===== config.mk =====
export PLATFORM = sky130hd
export DESIGN_NAME = peer_cooldown_table_top
export DESIGN_NICKNAME = d
export VERILOG_FILES = /design/src/hdl/pct_pkg.sv /design/src/hdl/peer_cooldown_table_top.sv /design/src/hdl/pct_ctrl.sv /design/src/hdl/pct_dp.sv
export SDC_FILE = /design/constraint.sdc
export NUM_CORES = 2
export LEC_CHECK = 0
export BUFFER_PORTS_ARGS = -buffer_cell sky130_fd_sc_hd__buf_2
export CORE_ASPECT_RATIO = 0.75
export CORE_UTILIZATION = 35
export CTS_BUF_LIST = sky130_fd_sc_hd__clkbuf_8
export DETAILED_ROUTE_END_ITERATION = 8
export PLACE_DENSITY = 0.59
export SLEW_MARGIN = 20
export SYNTH_ARGS = -nofsm -noshare
export SYNTH_HDL_FRONTEND = slang
export SYNTH_SLANG_ARGS = --single-unit

===== constraint.sdc =====
create_clock -name clk_i -period 7.6 [get_ports clk_i]
set_input_delay 0.76 -clock clk_i [delete_from_list [all_inputs] [get_ports clk_i]]
set_output_delay 0.76 -clock clk_i [all_outputs]
set_load 0.03 [all_outputs]

===== src/hdl/pct_pkg.sv =====
// ----------------------------------------------------------------------------
// pct_pkg: shared types and constants of the peer cooldown table
// Table depth, field widths, operation codes and controller/datapath bundles.
// ----------------------------------------------------------------------------
package pct_pkg;

  // table depth and scan index width
  localparam int unsigned ENTRIES = 8;
  localparam int unsigned IDX_W   = (ENTRIES > 1) ? $clog2(ENTRIES) : 1;

  // field widths
  localparam int unsigned KIND_W   = 2;
  localparam int unsigned ADDR_W   = 48;
  localparam int unsigned ATYPE_W  = 2;
  localparam int unsigned TIME_W   = 48;
  localparam int unsigned KEY_W    = ADDR_W + ATYPE_W;
  localparam int unsigned DL_W     = 49;
  localparam int unsigned SECS_W   = 16;
  localparam int unsigned PROD_W   = 26;
  localparam int unsigned REMAIN_W = 26;

  // stream word widths
  localparam int unsigned IN_BITS  = KIND_W + ADDR_W + ATYPE_W + TIME_W;
  localparam int unsigned IN_W     = ((IN_BITS + 7) / 8) * 8;
  localparam int unsigned OUT_BITS = 1 + REMAIN_W;
  localparam int unsigned OUT_W    = ((OUT_BITS + 7) / 8) * 8;

  // constants
  localparam logic [SECS_W-1:0]   SECS_RESET = 16'd60;
  localparam logic [9:0]          MS_PER_S   = 10'd1000;
  localparam logic [REMAIN_W-1:0] REMAIN_MAX = 26'd65535000;

  // operation codes
  localparam logic [KIND_W-1:0] KIND_CHECK = 2'd0;
  localparam logic [KIND_W-1:0] KIND_START = 2'd1;
  localparam logic [KIND_W-1:0] KIND_CLEAR = 2'd2;

  // controller to datapath commands
  typedef struct packed {
    logic             load;
    logic             scan;
    logic             first;
    logic             update;
    logic             out_load;
    logic [IDX_W-1:0] idx;
  } pct_cmd_t;

  // datapath to controller status
  typedef struct packed {
    logic out_busy;
  } pct_sts_t;

endpackage


===== src/hdl/peer_cooldown_table_top.sv =====
// A word is latched on acceptance; the table is then scanned one entry per cycle,
// followed by the update and output steps, before the next word is accepted. A word
// is taken while a result waits, but its output step holds until the waiting result
// is taken.
// Reset (rst_ni low, asynchronous): all entries cleared to address zero and free,
// cooldown_seconds back to 60, no result pending.
// ----------------------------------------------------------------------------
// peer_cooldown_table_top: peer cooldown table
// Looks up, starts and clears per-peer cooldown deadlines in a small table.
// ----------------------------------------------------------------------------
module peer_cooldown_table_top (
  input  logic                       clk_i,
  input  logic                       rst_ni,
  input  logic                       cfg_we_i,
  input  logic [pct_pkg::SECS_W-1:0] cfg_wdata_i,     // cooldown_seconds
  input  logic                       s_axis_tvalid,
  output logic                       s_axis_tready,
  // kind[1:0], peer_address[49:2], address_type[51:50], now_ms[99:52], zero pad
  input  logic [pct_pkg::IN_W-1:0]   s_axis_tdata,
  output logic                       m_axis_tvalid,
  input  logic                       m_axis_tready,
  // in_cooldown[0], wait_ms[26:1], zero pad
  output logic [pct_pkg::OUT_W-1:0]  m_axis_tdata
);
  import pct_pkg::*;

  pct_cmd_t cmd;
  pct_sts_t sts;

  pct_ctrl u_ctrl (
    .clk_i         (clk_i),
    .rst_ni        (rst_ni),
    .s_axis_tvalid (s_axis_tvalid),
    .s_axis_tready (s_axis_tready),
    .sts_i         (sts),
    .cmd_o         (cmd)
  );

  pct_dp u_dp (
    .clk_i         (clk_i),
    .rst_ni        (rst_ni),
    .cfg_we_i      (cfg_we_i),
    .cfg_wdata_i   (cfg_wdata_i),
    .s_axis_tdata  (s_axis_tdata),
    .m_axis_tvalid (m_axis_tvalid),
    .m_axis_tready (m_axis_tready),
    .m_axis_tdata  (m_axis_tdata),
    .cmd_i         (cmd),
    .sts_o         (sts)
  );

endmodule


===== src/hdl/pct_ctrl.sv =====
// ----------------------------------------------------------------------------
// pct_ctrl: sequencer of the peer cooldown table
// Walks the table one entry per cycle, then issues the update and output steps.
// ----------------------------------------------------------------------------
module pct_ctrl (
  input  logic              clk_i,
  input  logic              rst_ni,
  input  logic              s_axis_tvalid,
  output logic              s_axis_tready,
  input  pct_pkg::pct_sts_t sts_i,
  output pct_pkg::pct_cmd_t cmd_o
);
  import pct_pkg::*;

  localparam logic [1:0] ST_IDLE   = 2'd0;
  localparam logic [1:0] ST_SCAN   = 2'd1;
  localparam logic [1:0] ST_UPDATE = 2'd2;
  localparam logic [1:0] ST_FINISH = 2'd3;

  logic [1:0]       state_q, state_d;
  logic [IDX_W-1:0] idx_q, idx_d;
  logic             last_idx;

  assign last_idx      = (idx_q == IDX_W'(ENTRIES - 1));
  assign s_axis_tready = (state_q == ST_IDLE);

  // next state and commands
  always_comb begin
    state_d          = state_q;
    idx_d            = idx_q;
    cmd_o            = '0;
    cmd_o.idx        = idx_q;
    unique case (state_q)
      ST_IDLE: begin
        if (s_axis_tvalid) begin
          cmd_o.load = 1'b1;
          idx_d      = '0;
          state_d    = ST_SCAN;
        end
      end
      ST_SCAN: begin
        cmd_o.scan  = 1'b1;
        cmd_o.first = (idx_q == '0);
        if (last_idx) begin
          state_d = ST_UPDATE;
        end else begin
          idx_d = idx_q + 1'b1;
        end
      end
      ST_UPDATE: begin
        cmd_o.update = 1'b1;
        state_d      = ST_FINISH;
      end
      ST_FINISH: begin
        // hold until the output register is free
        if (!sts_i.out_busy) begin
          cmd_o.out_load = 1'b1;
          state_d        = ST_IDLE;
        end
      end
      default: state_d = ST_IDLE;
    endcase
  end

  // state registers
  always_ff @(posedge clk_i or negedge rst_ni) begin
    if (!rst_ni) begin
      state_q <= ST_IDLE;
      idx_q   <= '0;
    end else begin
      state_q <= state_d;
      idx_q   <= idx_d;
    end
  end

endmodule


===== src/hdl/pct_dp.sv =====
// ----------------------------------------------------------------------------
// pct_dp: datapath of the peer cooldown table
// Holds the table, the scan results, the deadline arithmetic and the result word.
// ----------------------------------------------------------------------------
module pct_dp (
  input  logic                       clk_i,
  input  logic                       rst_ni,
  input  logic                       cfg_we_i,
  input  logic [pct_pkg::SECS_W-1:0] cfg_wdata_i,
  input  logic [pct_pkg::IN_W-1:0]   s_axis_tdata,
  output logic                       m_axis_tvalid,
  input  logic                       m_axis_tready,
  output logic [pct_pkg::OUT_W-1:0]  m_axis_tdata,
  input  pct_pkg::pct_cmd_t          cmd_i,
  output pct_pkg::pct_sts_t          sts_o
);
  import pct_pkg::*;

  // table storage
  logic [KEY_W-1:0] addr_q [ENTRIES];
  logic [DL_W-1:0]  dl_q   [ENTRIES];

  logic [SECS_W-1:0] secs_q;

  // latched item
  logic [KIND_W-1:0] kind_q;
  logic [KEY_W-1:0]  key_q;
  logic [TIME_W-1:0] now_q;
  logic [PROD_W-1:0] prod_q;

  // scan results
  logic             found_q, free_found_q;
  logic [IDX_W-1:0] match_idx_q, free_idx_q, old_idx_q;
  logic [DL_W-1:0]  match_dl_q, old_dl_q;

  // update results
  logic             cool_q;
  logic [DL_W-1:0]  diff_q;

  // output register
  logic                tvalid_q;
  logic                res_cool_q;
  logic [REMAIN_W-1:0] res_remain_q;

  logic [KEY_W-1:0] rd_addr;
  logic [DL_W-1:0]  rd_dl;
  logic             hit, is_free;
  logic             expired;
  logic [DL_W-1:0]  diff;
  logic [DL_W-1:0]  start_dl;
  logic             wr_en;
  logic [IDX_W-1:0] wr_idx;
  logic             wr_key;
  logic [DL_W-1:0]  wr_dl;

  assign rd_addr = addr_q[cmd_i.idx];
  assign rd_dl   = dl_q[cmd_i.idx];
  assign hit     = (rd_addr == key_q);
  assign is_free = (rd_dl == '0);

  // configuration register
  always_ff @(posedge clk_i or negedge rst_ni) begin
    if (!rst_ni) begin
      secs_q <= SECS_RESET;
    end else if (cfg_we_i) begin
      secs_q <= cfg_wdata_i;
    end
  end

  // latch the word and the cooldown length in ms
  always_ff @(posedge clk_i) begin
    if (cmd_i.load) begin
      kind_q <= s_axis_tdata[KIND_W-1:0];
      key_q  <= {s_axis_tdata[KIND_W+ADDR_W +: ATYPE_W], s_axis_tdata[KIND_W +: ADDR_W]};
      now_q  <= s_axis_tdata[KIND_W+ADDR_W+ATYPE_W +: TIME_W];
      prod_q <= PROD_W'(secs_q * MS_PER_S);
    end
  end

  // track first match, first free entry and smallest deadline
  always_ff @(posedge clk_i) begin
    if (cmd_i.scan) begin
      if (cmd_i.first) begin
        found_q      <= hit;
        match_idx_q  <= cmd_i.idx;
        match_dl_q   <= rd_dl;
        free_found_q <= is_free;
        free_idx_q   <= cmd_i.idx;
        old_idx_q    <= cmd_i.idx;
        old_dl_q     <= rd_dl;
      end else begin
        if (!found_q && hit) begin
          found_q     <= 1'b1;
          match_idx_q <= cmd_i.idx;
          match_dl_q  <= rd_dl;
        end
        if (!free_found_q && is_free) begin
          free_found_q <= 1'b1;
          free_idx_q   <= cmd_i.idx;
        end
        if (rd_dl < old_dl_q) begin
          old_idx_q <= cmd_i.idx;
          old_dl_q  <= rd_dl;
        end
      end
    end
  end

  // deadline arithmetic
  assign expired  = (match_dl_q <= {1'b0, now_q});
  assign diff     = match_dl_q - {1'b0, now_q};
  assign start_dl = {1'b0, now_q} + {{(DL_W-PROD_W){1'b0}}, prod_q};

  // choose the table write of the update step
  always_comb begin
    wr_en  = 1'b0;
    wr_key = 1'b0;
    wr_idx = match_idx_q;
    wr_dl  = '0;
    case (kind_q)
      KIND_CHECK: wr_en = found_q && expired;
      KIND_START: begin
        wr_en  = 1'b1;
        wr_key = 1'b1;
        wr_dl  = start_dl;
        if (!found_q) begin
          wr_idx = free_found_q ? free_idx_q : old_idx_q;
        end
      end
      KIND_CLEAR: wr_en = found_q;
      default:    wr_en = 1'b0;
    endcase
  end

  // table write
  always_ff @(posedge clk_i or negedge rst_ni) begin
    if (!rst_ni) begin
      for (int i = 0; i < ENTRIES; i++) begin
        addr_q[i] <= '0;
        dl_q[i]   <= '0;
      end
    end else if (cmd_i.update && wr_en) begin
      dl_q[wr_idx] <= wr_dl;
      if (wr_key) begin
        addr_q[wr_idx] <= key_q;
      end
    end
  end

  // register the check outcome
  always_ff @(posedge clk_i) begin
    if (cmd_i.update) begin
      cool_q <= (kind_q == KIND_CHECK) && found_q && !expired;
      diff_q <= diff;
    end
  end

  // output register: saturate the remaining time
  always_ff @(posedge clk_i or negedge rst_ni) begin
    if (!rst_ni) begin
      tvalid_q <= 1'b0;
    end else if (cmd_i.out_load) begin
      tvalid_q <= 1'b1;
    end else if (m_axis_tready) begin
      tvalid_q <= 1'b0;
    end
  end

  always_ff @(posedge clk_i) begin
    if (cmd_i.out_load) begin
      res_cool_q <= cool_q;
      if (!cool_q) begin
        res_remain_q <= '0;
      end else if (diff_q > {{(DL_W-REMAIN_W){1'b0}}, REMAIN_MAX}) begin
        res_remain_q <= REMAIN_MAX;
      end else begin
        res_remain_q <= diff_q[REMAIN_W-1:0];
      end
    end
  end

  assign m_axis_tvalid  = tvalid_q;
  assign m_axis_tdata   = {{(OUT_W-OUT_BITS){1'b0}}, res_remain_q, res_cool_q};
  assign sts_o.out_busy = tvalid_q && !m_axis_tready;

endmodule

# After elaboration in Yosys (flattened, before gate mapping)
# Index checks and enable logic that the tools add are counted.
[totals]
register_bits = 1123
input_bits = 125
out_inout_bits = 34
elab_cells = 136
[op_classes]
addsub = 3
mul = 1
n_lt_le_gt_ge = 6
n_eq_ne = 11
n_mux = 48
n_bitwise = 3
reduce_logical = 28
[op_table]
columns = ["op", "n"]
rows = [
  ["400-bit bitwise mux", 1],
  ["392-bit bitwise mux", 1],
  ["49-bit 2-to-1 mux", 8],
  ["50-bit binary-select mux with 3-bit select", 1],
  ["50-bit demux with 3-bit select", 1],
  ["50-bit 2-to-1 mux", 3],
  ["49-bit binary-select mux with 3-bit select", 1],
  ["49-bit demux with 3-bit select", 1],
  ["50-bit == test", 1],
  ["48-bit by 26-bit adder with 49-bit output", 1],
  ["49-bit by 26-bit > comparator with 1-bit output (second input constant)", 1],
  ["49-bit by 48-bit <= comparator with 1-bit output", 1],
  ["49-bit logical NOT", 1],
  ["49-bit < comparator", 1],
  ["49-bit by 48-bit subtractor with 49-bit output", 1],
  ["3-bit 2-to-1 mux", 11],
  ["26-bit 2-to-1 mux", 1],
  ["16-bit by 7-bit multiplier with 23-bit output (second input constant)", 1],
  ["1-bit 2-to-1 mux", 12],
  ["2-bit nonzero test", 5],
  ["4-bit greater-or-equal comparator (second input constant)", 2],
  ["1-bit logical AND", 8],
  ["2-bit 2-to-1 mux", 4],
  ["3-bit NOT with 4-bit output", 2],
  ["other kinds (17)", 30],
]

# Logic depth before layout (Yosys ltp)
[depth]
depth_word = 9
ltp_mapped = 18
ltp_nobuf = 18

# Modules after synthesis
# A second synthesis with hierarchy kept.
[hier_totals]
cells_unflattened = 4880
hier_area_um2 = 55258.0
[modules_own_cells]
columns = ["mod", "n_inst", "cells_per_inst", "area_each_um2", "seq_area_each_um2"]
rows = [
  ["pct_dp", 1, 4841, 54860.1, 29528.3],
  ["pct_ctrl", 1, 39, 397.9, 125.1],
]

# Least setup slack after synthesis
# No wires, ideal clock.
[synth_path]
kind = "flip-flop to flip-flop"
start = "reg u_ctrl.idx_q[1]"
end = "reg u_dp.old_dl_q[0], enable pin"
t_arrival_ps = 7061
path_slack_ps = -1
path_stages_with_launch = 13
n_path_buf = 3
synth_period_minus_slack_ps = 7601
cell_sequence = "dfrtp_1 buf_2 clkbuf_1 clkbuf_1 mux4_2 mux2_2 ha_1 a21o_1 a21o_1 a2111oi_0 o31ai_1 a221o_1 a211oi_1"
[synth_via]
elab_chain_len = 7
[synth_rtl]
columns = ["element", "line", "source"]
rows = [
  ["start: declaration", "pct_ctrl.sv:21", "logic [IDX_W-1:0] idx_q, idx_d;"],
  ["start signal: assignment", "pct_ctrl.sv:72", "idx_q <= idx_d;"],
  ["3-bit NOT with 4-bit output (implied by the code)", "pct_dp.sv:57", "assign rd_dl = dl_q[cmd_i.idx];"],
  ["49-bit binary-select mux with 3-bit select", "pct_dp.sv:57", ""],
  ["49-bit 2-to-1 mux (implied by the code) (2 in a row)", "pct_dp.sv:57", ""],
  ["net u_dp.rd_dl[4]", "pct_dp.sv:46", "logic [DL_W-1:0] rd_dl;"],
  ["49-bit < comparator", "pct_dp.sv:101", "if (rd_dl < old_dl_q) begin"],
  ["2-bit nonzero test (no source line)", "--", ""],
  ["2-bit AND reduction (no source line)", "--", ""],
  ["end signal: assignment", "pct_dp.sv:90", "old_dl_q <= rd_dl;"],
  ["end signal: assignment", "pct_dp.sv:103", "old_dl_q <= rd_dl;"],
  ["end: declaration", "pct_dp.sv:34", "logic [DL_W-1:0] match_dl_q, old_dl_q;"],
]
# The timed path passes the listed nets, and every way through them passes these cells. The select of a mux whose other input is x is not followed.
# A chain may end at the register's enable or synchronous reset.

# Final worst setup path
[layout_path]
start = "reg u_dp.secs_q[5]"
end = "reg u_dp.prod_q[25] (data pin)"
[layout_via]
elab_chain_len = 1
[layout_rtl]
columns = ["element", "line", "source"]
rows = [
  ["start: declaration", "pct_dp.sv:23", "logic [SECS_W-1:0] secs_q;"],
  ["start signal: assignment", "pct_dp.sv:66", "secs_q <= cfg_wdata_i;"],
  ["16-bit by 7-bit multiplier with 23-bit output", "pct_dp.sv:76", "prod_q <= PROD_W'(secs_q * MS_PER_S);"],
  ["end signal: assignment", "pct_dp.sv:76", ""],
  ["end: declaration", "pct_dp.sv:29", "logic [PROD_W-1:0] prod_q;"],
]
# Every way passes these cells.

==> flow_summary.json <==
{
  "outcome": "finished, final reports clean",
  "endpoint_kind": "flop",
  "fmax_mhz": 179,
  "ys_ff_latch": 1123,
  "min_period_ps": 5590,
  "cts_tree": "yes",
  "clock_skew_ps": 48.5,
  "synth_top_area_share_pct": 37.4,
  "drt_first_pass_iters": 5,
  "start_util_pct": 35.4,
  "wl_per_cell_um": 21.0,
  "p_leak_nw": 27.3,
  "dieWidth_um": 456,
  "syn_to_final_growth_pct": 13.9,
  "async_reset_ff_share_pct": 72.5,
  "wirelength_um": 139000,
  "ff2ff_path_depth": 16,
  "synth_edf_count": 309,
  "synthesis.area_um2": 54200,
  "dieArea_um2": 156000,
  "antenna_found_initial": 8,
  "finalPower_mw": 24.2,
  "report.final.hold_viol_count": 0,
  "worst-setup-path-type": "flop to flop",
  "synth_ff_type": "dfrtp_1",
  "maxCapViolations": 0,
  "io_buffers": 149,
  "num_vias": 34200,
  "clock_path_buffers": 3,
  "rsz0062_at_grt": "no",
  "drive_gt1_share_pct": 25.0,
  "worst_pin_slew_ps": 1150,
  "rrSetupSlack_ps": 2010,
  "min_path_cells": 1,
  "gp_congestion": 0.861,
  "cts_hold_buf": 98,
  "cts_buffers": 186,
  "drc": 0,
  "timing.slew.headroom_pct": 23.5,
  "p_per_area_nw_per_um2": 392,
  "worst_hold_slack_ps": 95.2,
  "ant_nets": 0,
  "hp-start": "s_axis_tdata[27]",
  "finalNetCount": 4805,
  "clkSinkCount": 1123,
  "path_clk_slew_ps": 60,
  "setup_viol": 0,
  "synth.distinct_cells": 77,
  "ir_drop_mv": 0.259,
  "synth_seq_area_share_pct": 54.7,
  "grt_max_degree": 189,
  "cts-htree-levels": 4,
  "cp.arrival_ps": 6210,
  "report.final.slew_viol_count": 0,
  "r2r_end": "u_dp.prod_q[25]$_DFFE_PP_",
  "dp_hpwl_um": 87300,
  "min_to": "u_dp.key_q[25]$_DFFE_PP_",
  "yosysWarnings": 0,
  "path_max_fanout": 5,
  "worstSkewPairLatency_ps": 900,
  "reg2reg_from": "u_dp.secs_q[5]$_DFFE_PN1P_",
  "timing.setup.tns_ps": 0,
  "ctsResizeCount": 0,
  "holdCritPathClass": "input pin to flop",
  "die_h_um": 343,
  "grt_pass1_vias": 34700,
  "overflow": 0,
  "post_cts_buffers": 0,
  "required_ps": 8230,
  "core_area_um2": 153000,
  "ios": 159,
  "postSynthCellCount": 4211,
  "finalCritPeriodShare_pct": 73.5,
  "synthTopCellsByArea": "dfrtp_1, edfxtp_1, mux2_2",
  "synth_area_leader_cell": "dfrtp_1",
  "ctsRootBufferMaster": "clkbuf_8",
  "grt_usage_pct": 17.9,
  "rows": 124,
  "drt_iter0_drc": 2698,
  "grt_pass1_wl_um": 215000,
  "synth.avg_cell_area_um2": 12.9,
  "worstSetupStartpointType": "flop",
  "vias_per_cell": 5.16
}
-- synthesized netlist by cell type, types with 40 or more instances --
cell type	n
nor2_1	87
xor2_1	40
dfrtp_1	810
ha_1	180
clkbuf_1	146
mux2i_1	54
fa_1	55
buf_1	67
nand2_1	481
nand4_1	41
o21ai_0	429
edfxtp_1	309
inv_1	205
a21oi_1	94
mux4_2	198
mux2_2	459
xnor2_1	108
a21o_1	59
-- per-layer routing --
layer | routed length, um | share of wire [%] | global-route usage [%]
met5 | 43 | 0.031 | 0
met4 | 2240 | 1.6 | 4.25
met3 | 8070 | 5.8 | 3.77
met2 | 61000 | 44 | 26.7
met1 | 67400 | 49 | 26.5
-- registers in the layout, summed over array words and instances, names as in the netlist, 16 cells and up --
name and cells:
u_dp.prod_q 23, u_dp.old_dl_q 49, u_dp.secs_q 16, u_dp.dl_q 392, u_dp.key_q 50, u_dp.addr_q 400
u_dp.diff_q 49, u_dp.match_dl_q 49, u_dp.res_remain_q 26, u_dp.now_q 48
-- worst max-delay path by stage --
stage	startpoint	to	slack (ps)	cells past startpoint
6_report	u_dp.secs_q[5]$_DFFE_PN1P_	u_dp.prod_q[25]$_DFFE_PP_	2010	16
5_1_grt	u_dp.secs_q[5]$_DFFE_PN1P_	u_dp.prod_q[25]$_DFFE_PP_	1640	18
4_1_cts	u_dp.secs_q[5]$_DFFE_PN1P_	u_dp.prod_q[25]$_DFFE_PP_	2020	16
3_5_place_dp	u_ctrl.idx_q[0]$_DFFE_PN0P_	u_dp.match_dl_q[8]$_DFFE_PP_	2040	10
3_3_place_gp	u_ctrl.idx_q[0]$_DFFE_PN0P_	u_dp.match_dl_q[46]$_DFFE_PP_	2070	10
2_1_floorplan	u_ctrl.idx_q[1]$_DFFE_PN0P_	u_dp.old_dl_q[0]$_DFFE_PP_	1790	12
-- cell usage in the layout, fill, tap and decap left out, types with 6 or more instances in the layout --
cell,count
mux2i_1,54
a21o_1,59
mux4_2,198
nand3_1,36
mux2_2,459
nor3_1,17
buf_12,6
o21a_1,35
fa_1,55
a211o_1,7
a31oi_1,8
inv_1,292
buf_4,48
xnor2_1,108
and2_1,16
edfxtp_1,309
nor2b_1,20
dfrtp_1,807
o211ai_1,11
nand2b_1,15
clkinv_2,20
o31ai_1,9
nand4_1,41
o21ai_0,429
clkbuf_8,225
nand2_1,481
buf_2,148
ha_1,179
dlygate4sd3_1,98
a21oi_1,94
xor2_1,40
o21bai_1,9
nor2_1,86
and3_1,14
a211oi_1,9
nor4_1,34
-- cell families after synthesis --
kind of cell	share of synthesized area, %
compound gates	7.93
fa+ha+maj	6.19
mux	18.8
xor+xnor	2.42
other cells	0.00692
buf+inv	3.43
flops	54.7
simple gates	6.49
-- final cells by class --
| class | instances | area, um^2 |
|---|---|---|
| repair buffers | 302 | 2240 |
| flip-flops and latches | 1123 | 29700 |
| multi-input cells | 2627 | 22800 |
| diodes | 2 | 5.00 |
| clock inverters | 123 | 637 |
| well taps | 2016 | 2520 |
| fillers | 14500 | 91300 |
| inverters | 205 | 769 |
| clock buffers | 225 | 3100 |
-- where the power goes --
group / total, mW / leakage, nW / internal, mW / switching (mW)
Clock: 5.30 / 2.24 / 2.79 / 2.52
Combinational: 8.96 / 11.2 / 4.04 / 4.91
Sequential: 9.95 / 13.9 / 8.72 / 1.23
-- through the flow --
step | cell area (um^2) | worst slack [ps] | instances | util [%]
after floorplan | 54200 | 1790 | 4215 | -
after global placement | 57000 | 2070 | 6174 | 37.2
after detailed placement | 57000 | 2040 | 6174 | 37.2
after CTS | 61700 | 2020 | 6620 | 40.3
after global routing | 61700 | 1640 | 6623 | 40.3
final | 61700 | 2010 | 6623 | 40.3
-- critical path, stage by stage (launching register included) --
cell and delay, ps:
dfstp_2 580, inv_1 130, fa_1 510, fa_1 480, fa_1 510, inv_1 50
fa_1 460, ha_1 390, a21o_1 190, a21o_1 200, a21oi_1 330, a31oi_1 220
o41ai_1 620, nor2b_1 110, a211o_1 300, a21oi_1 170, xnor2_1 80
No activity file was read; power rests on OpenSTA's default activity.
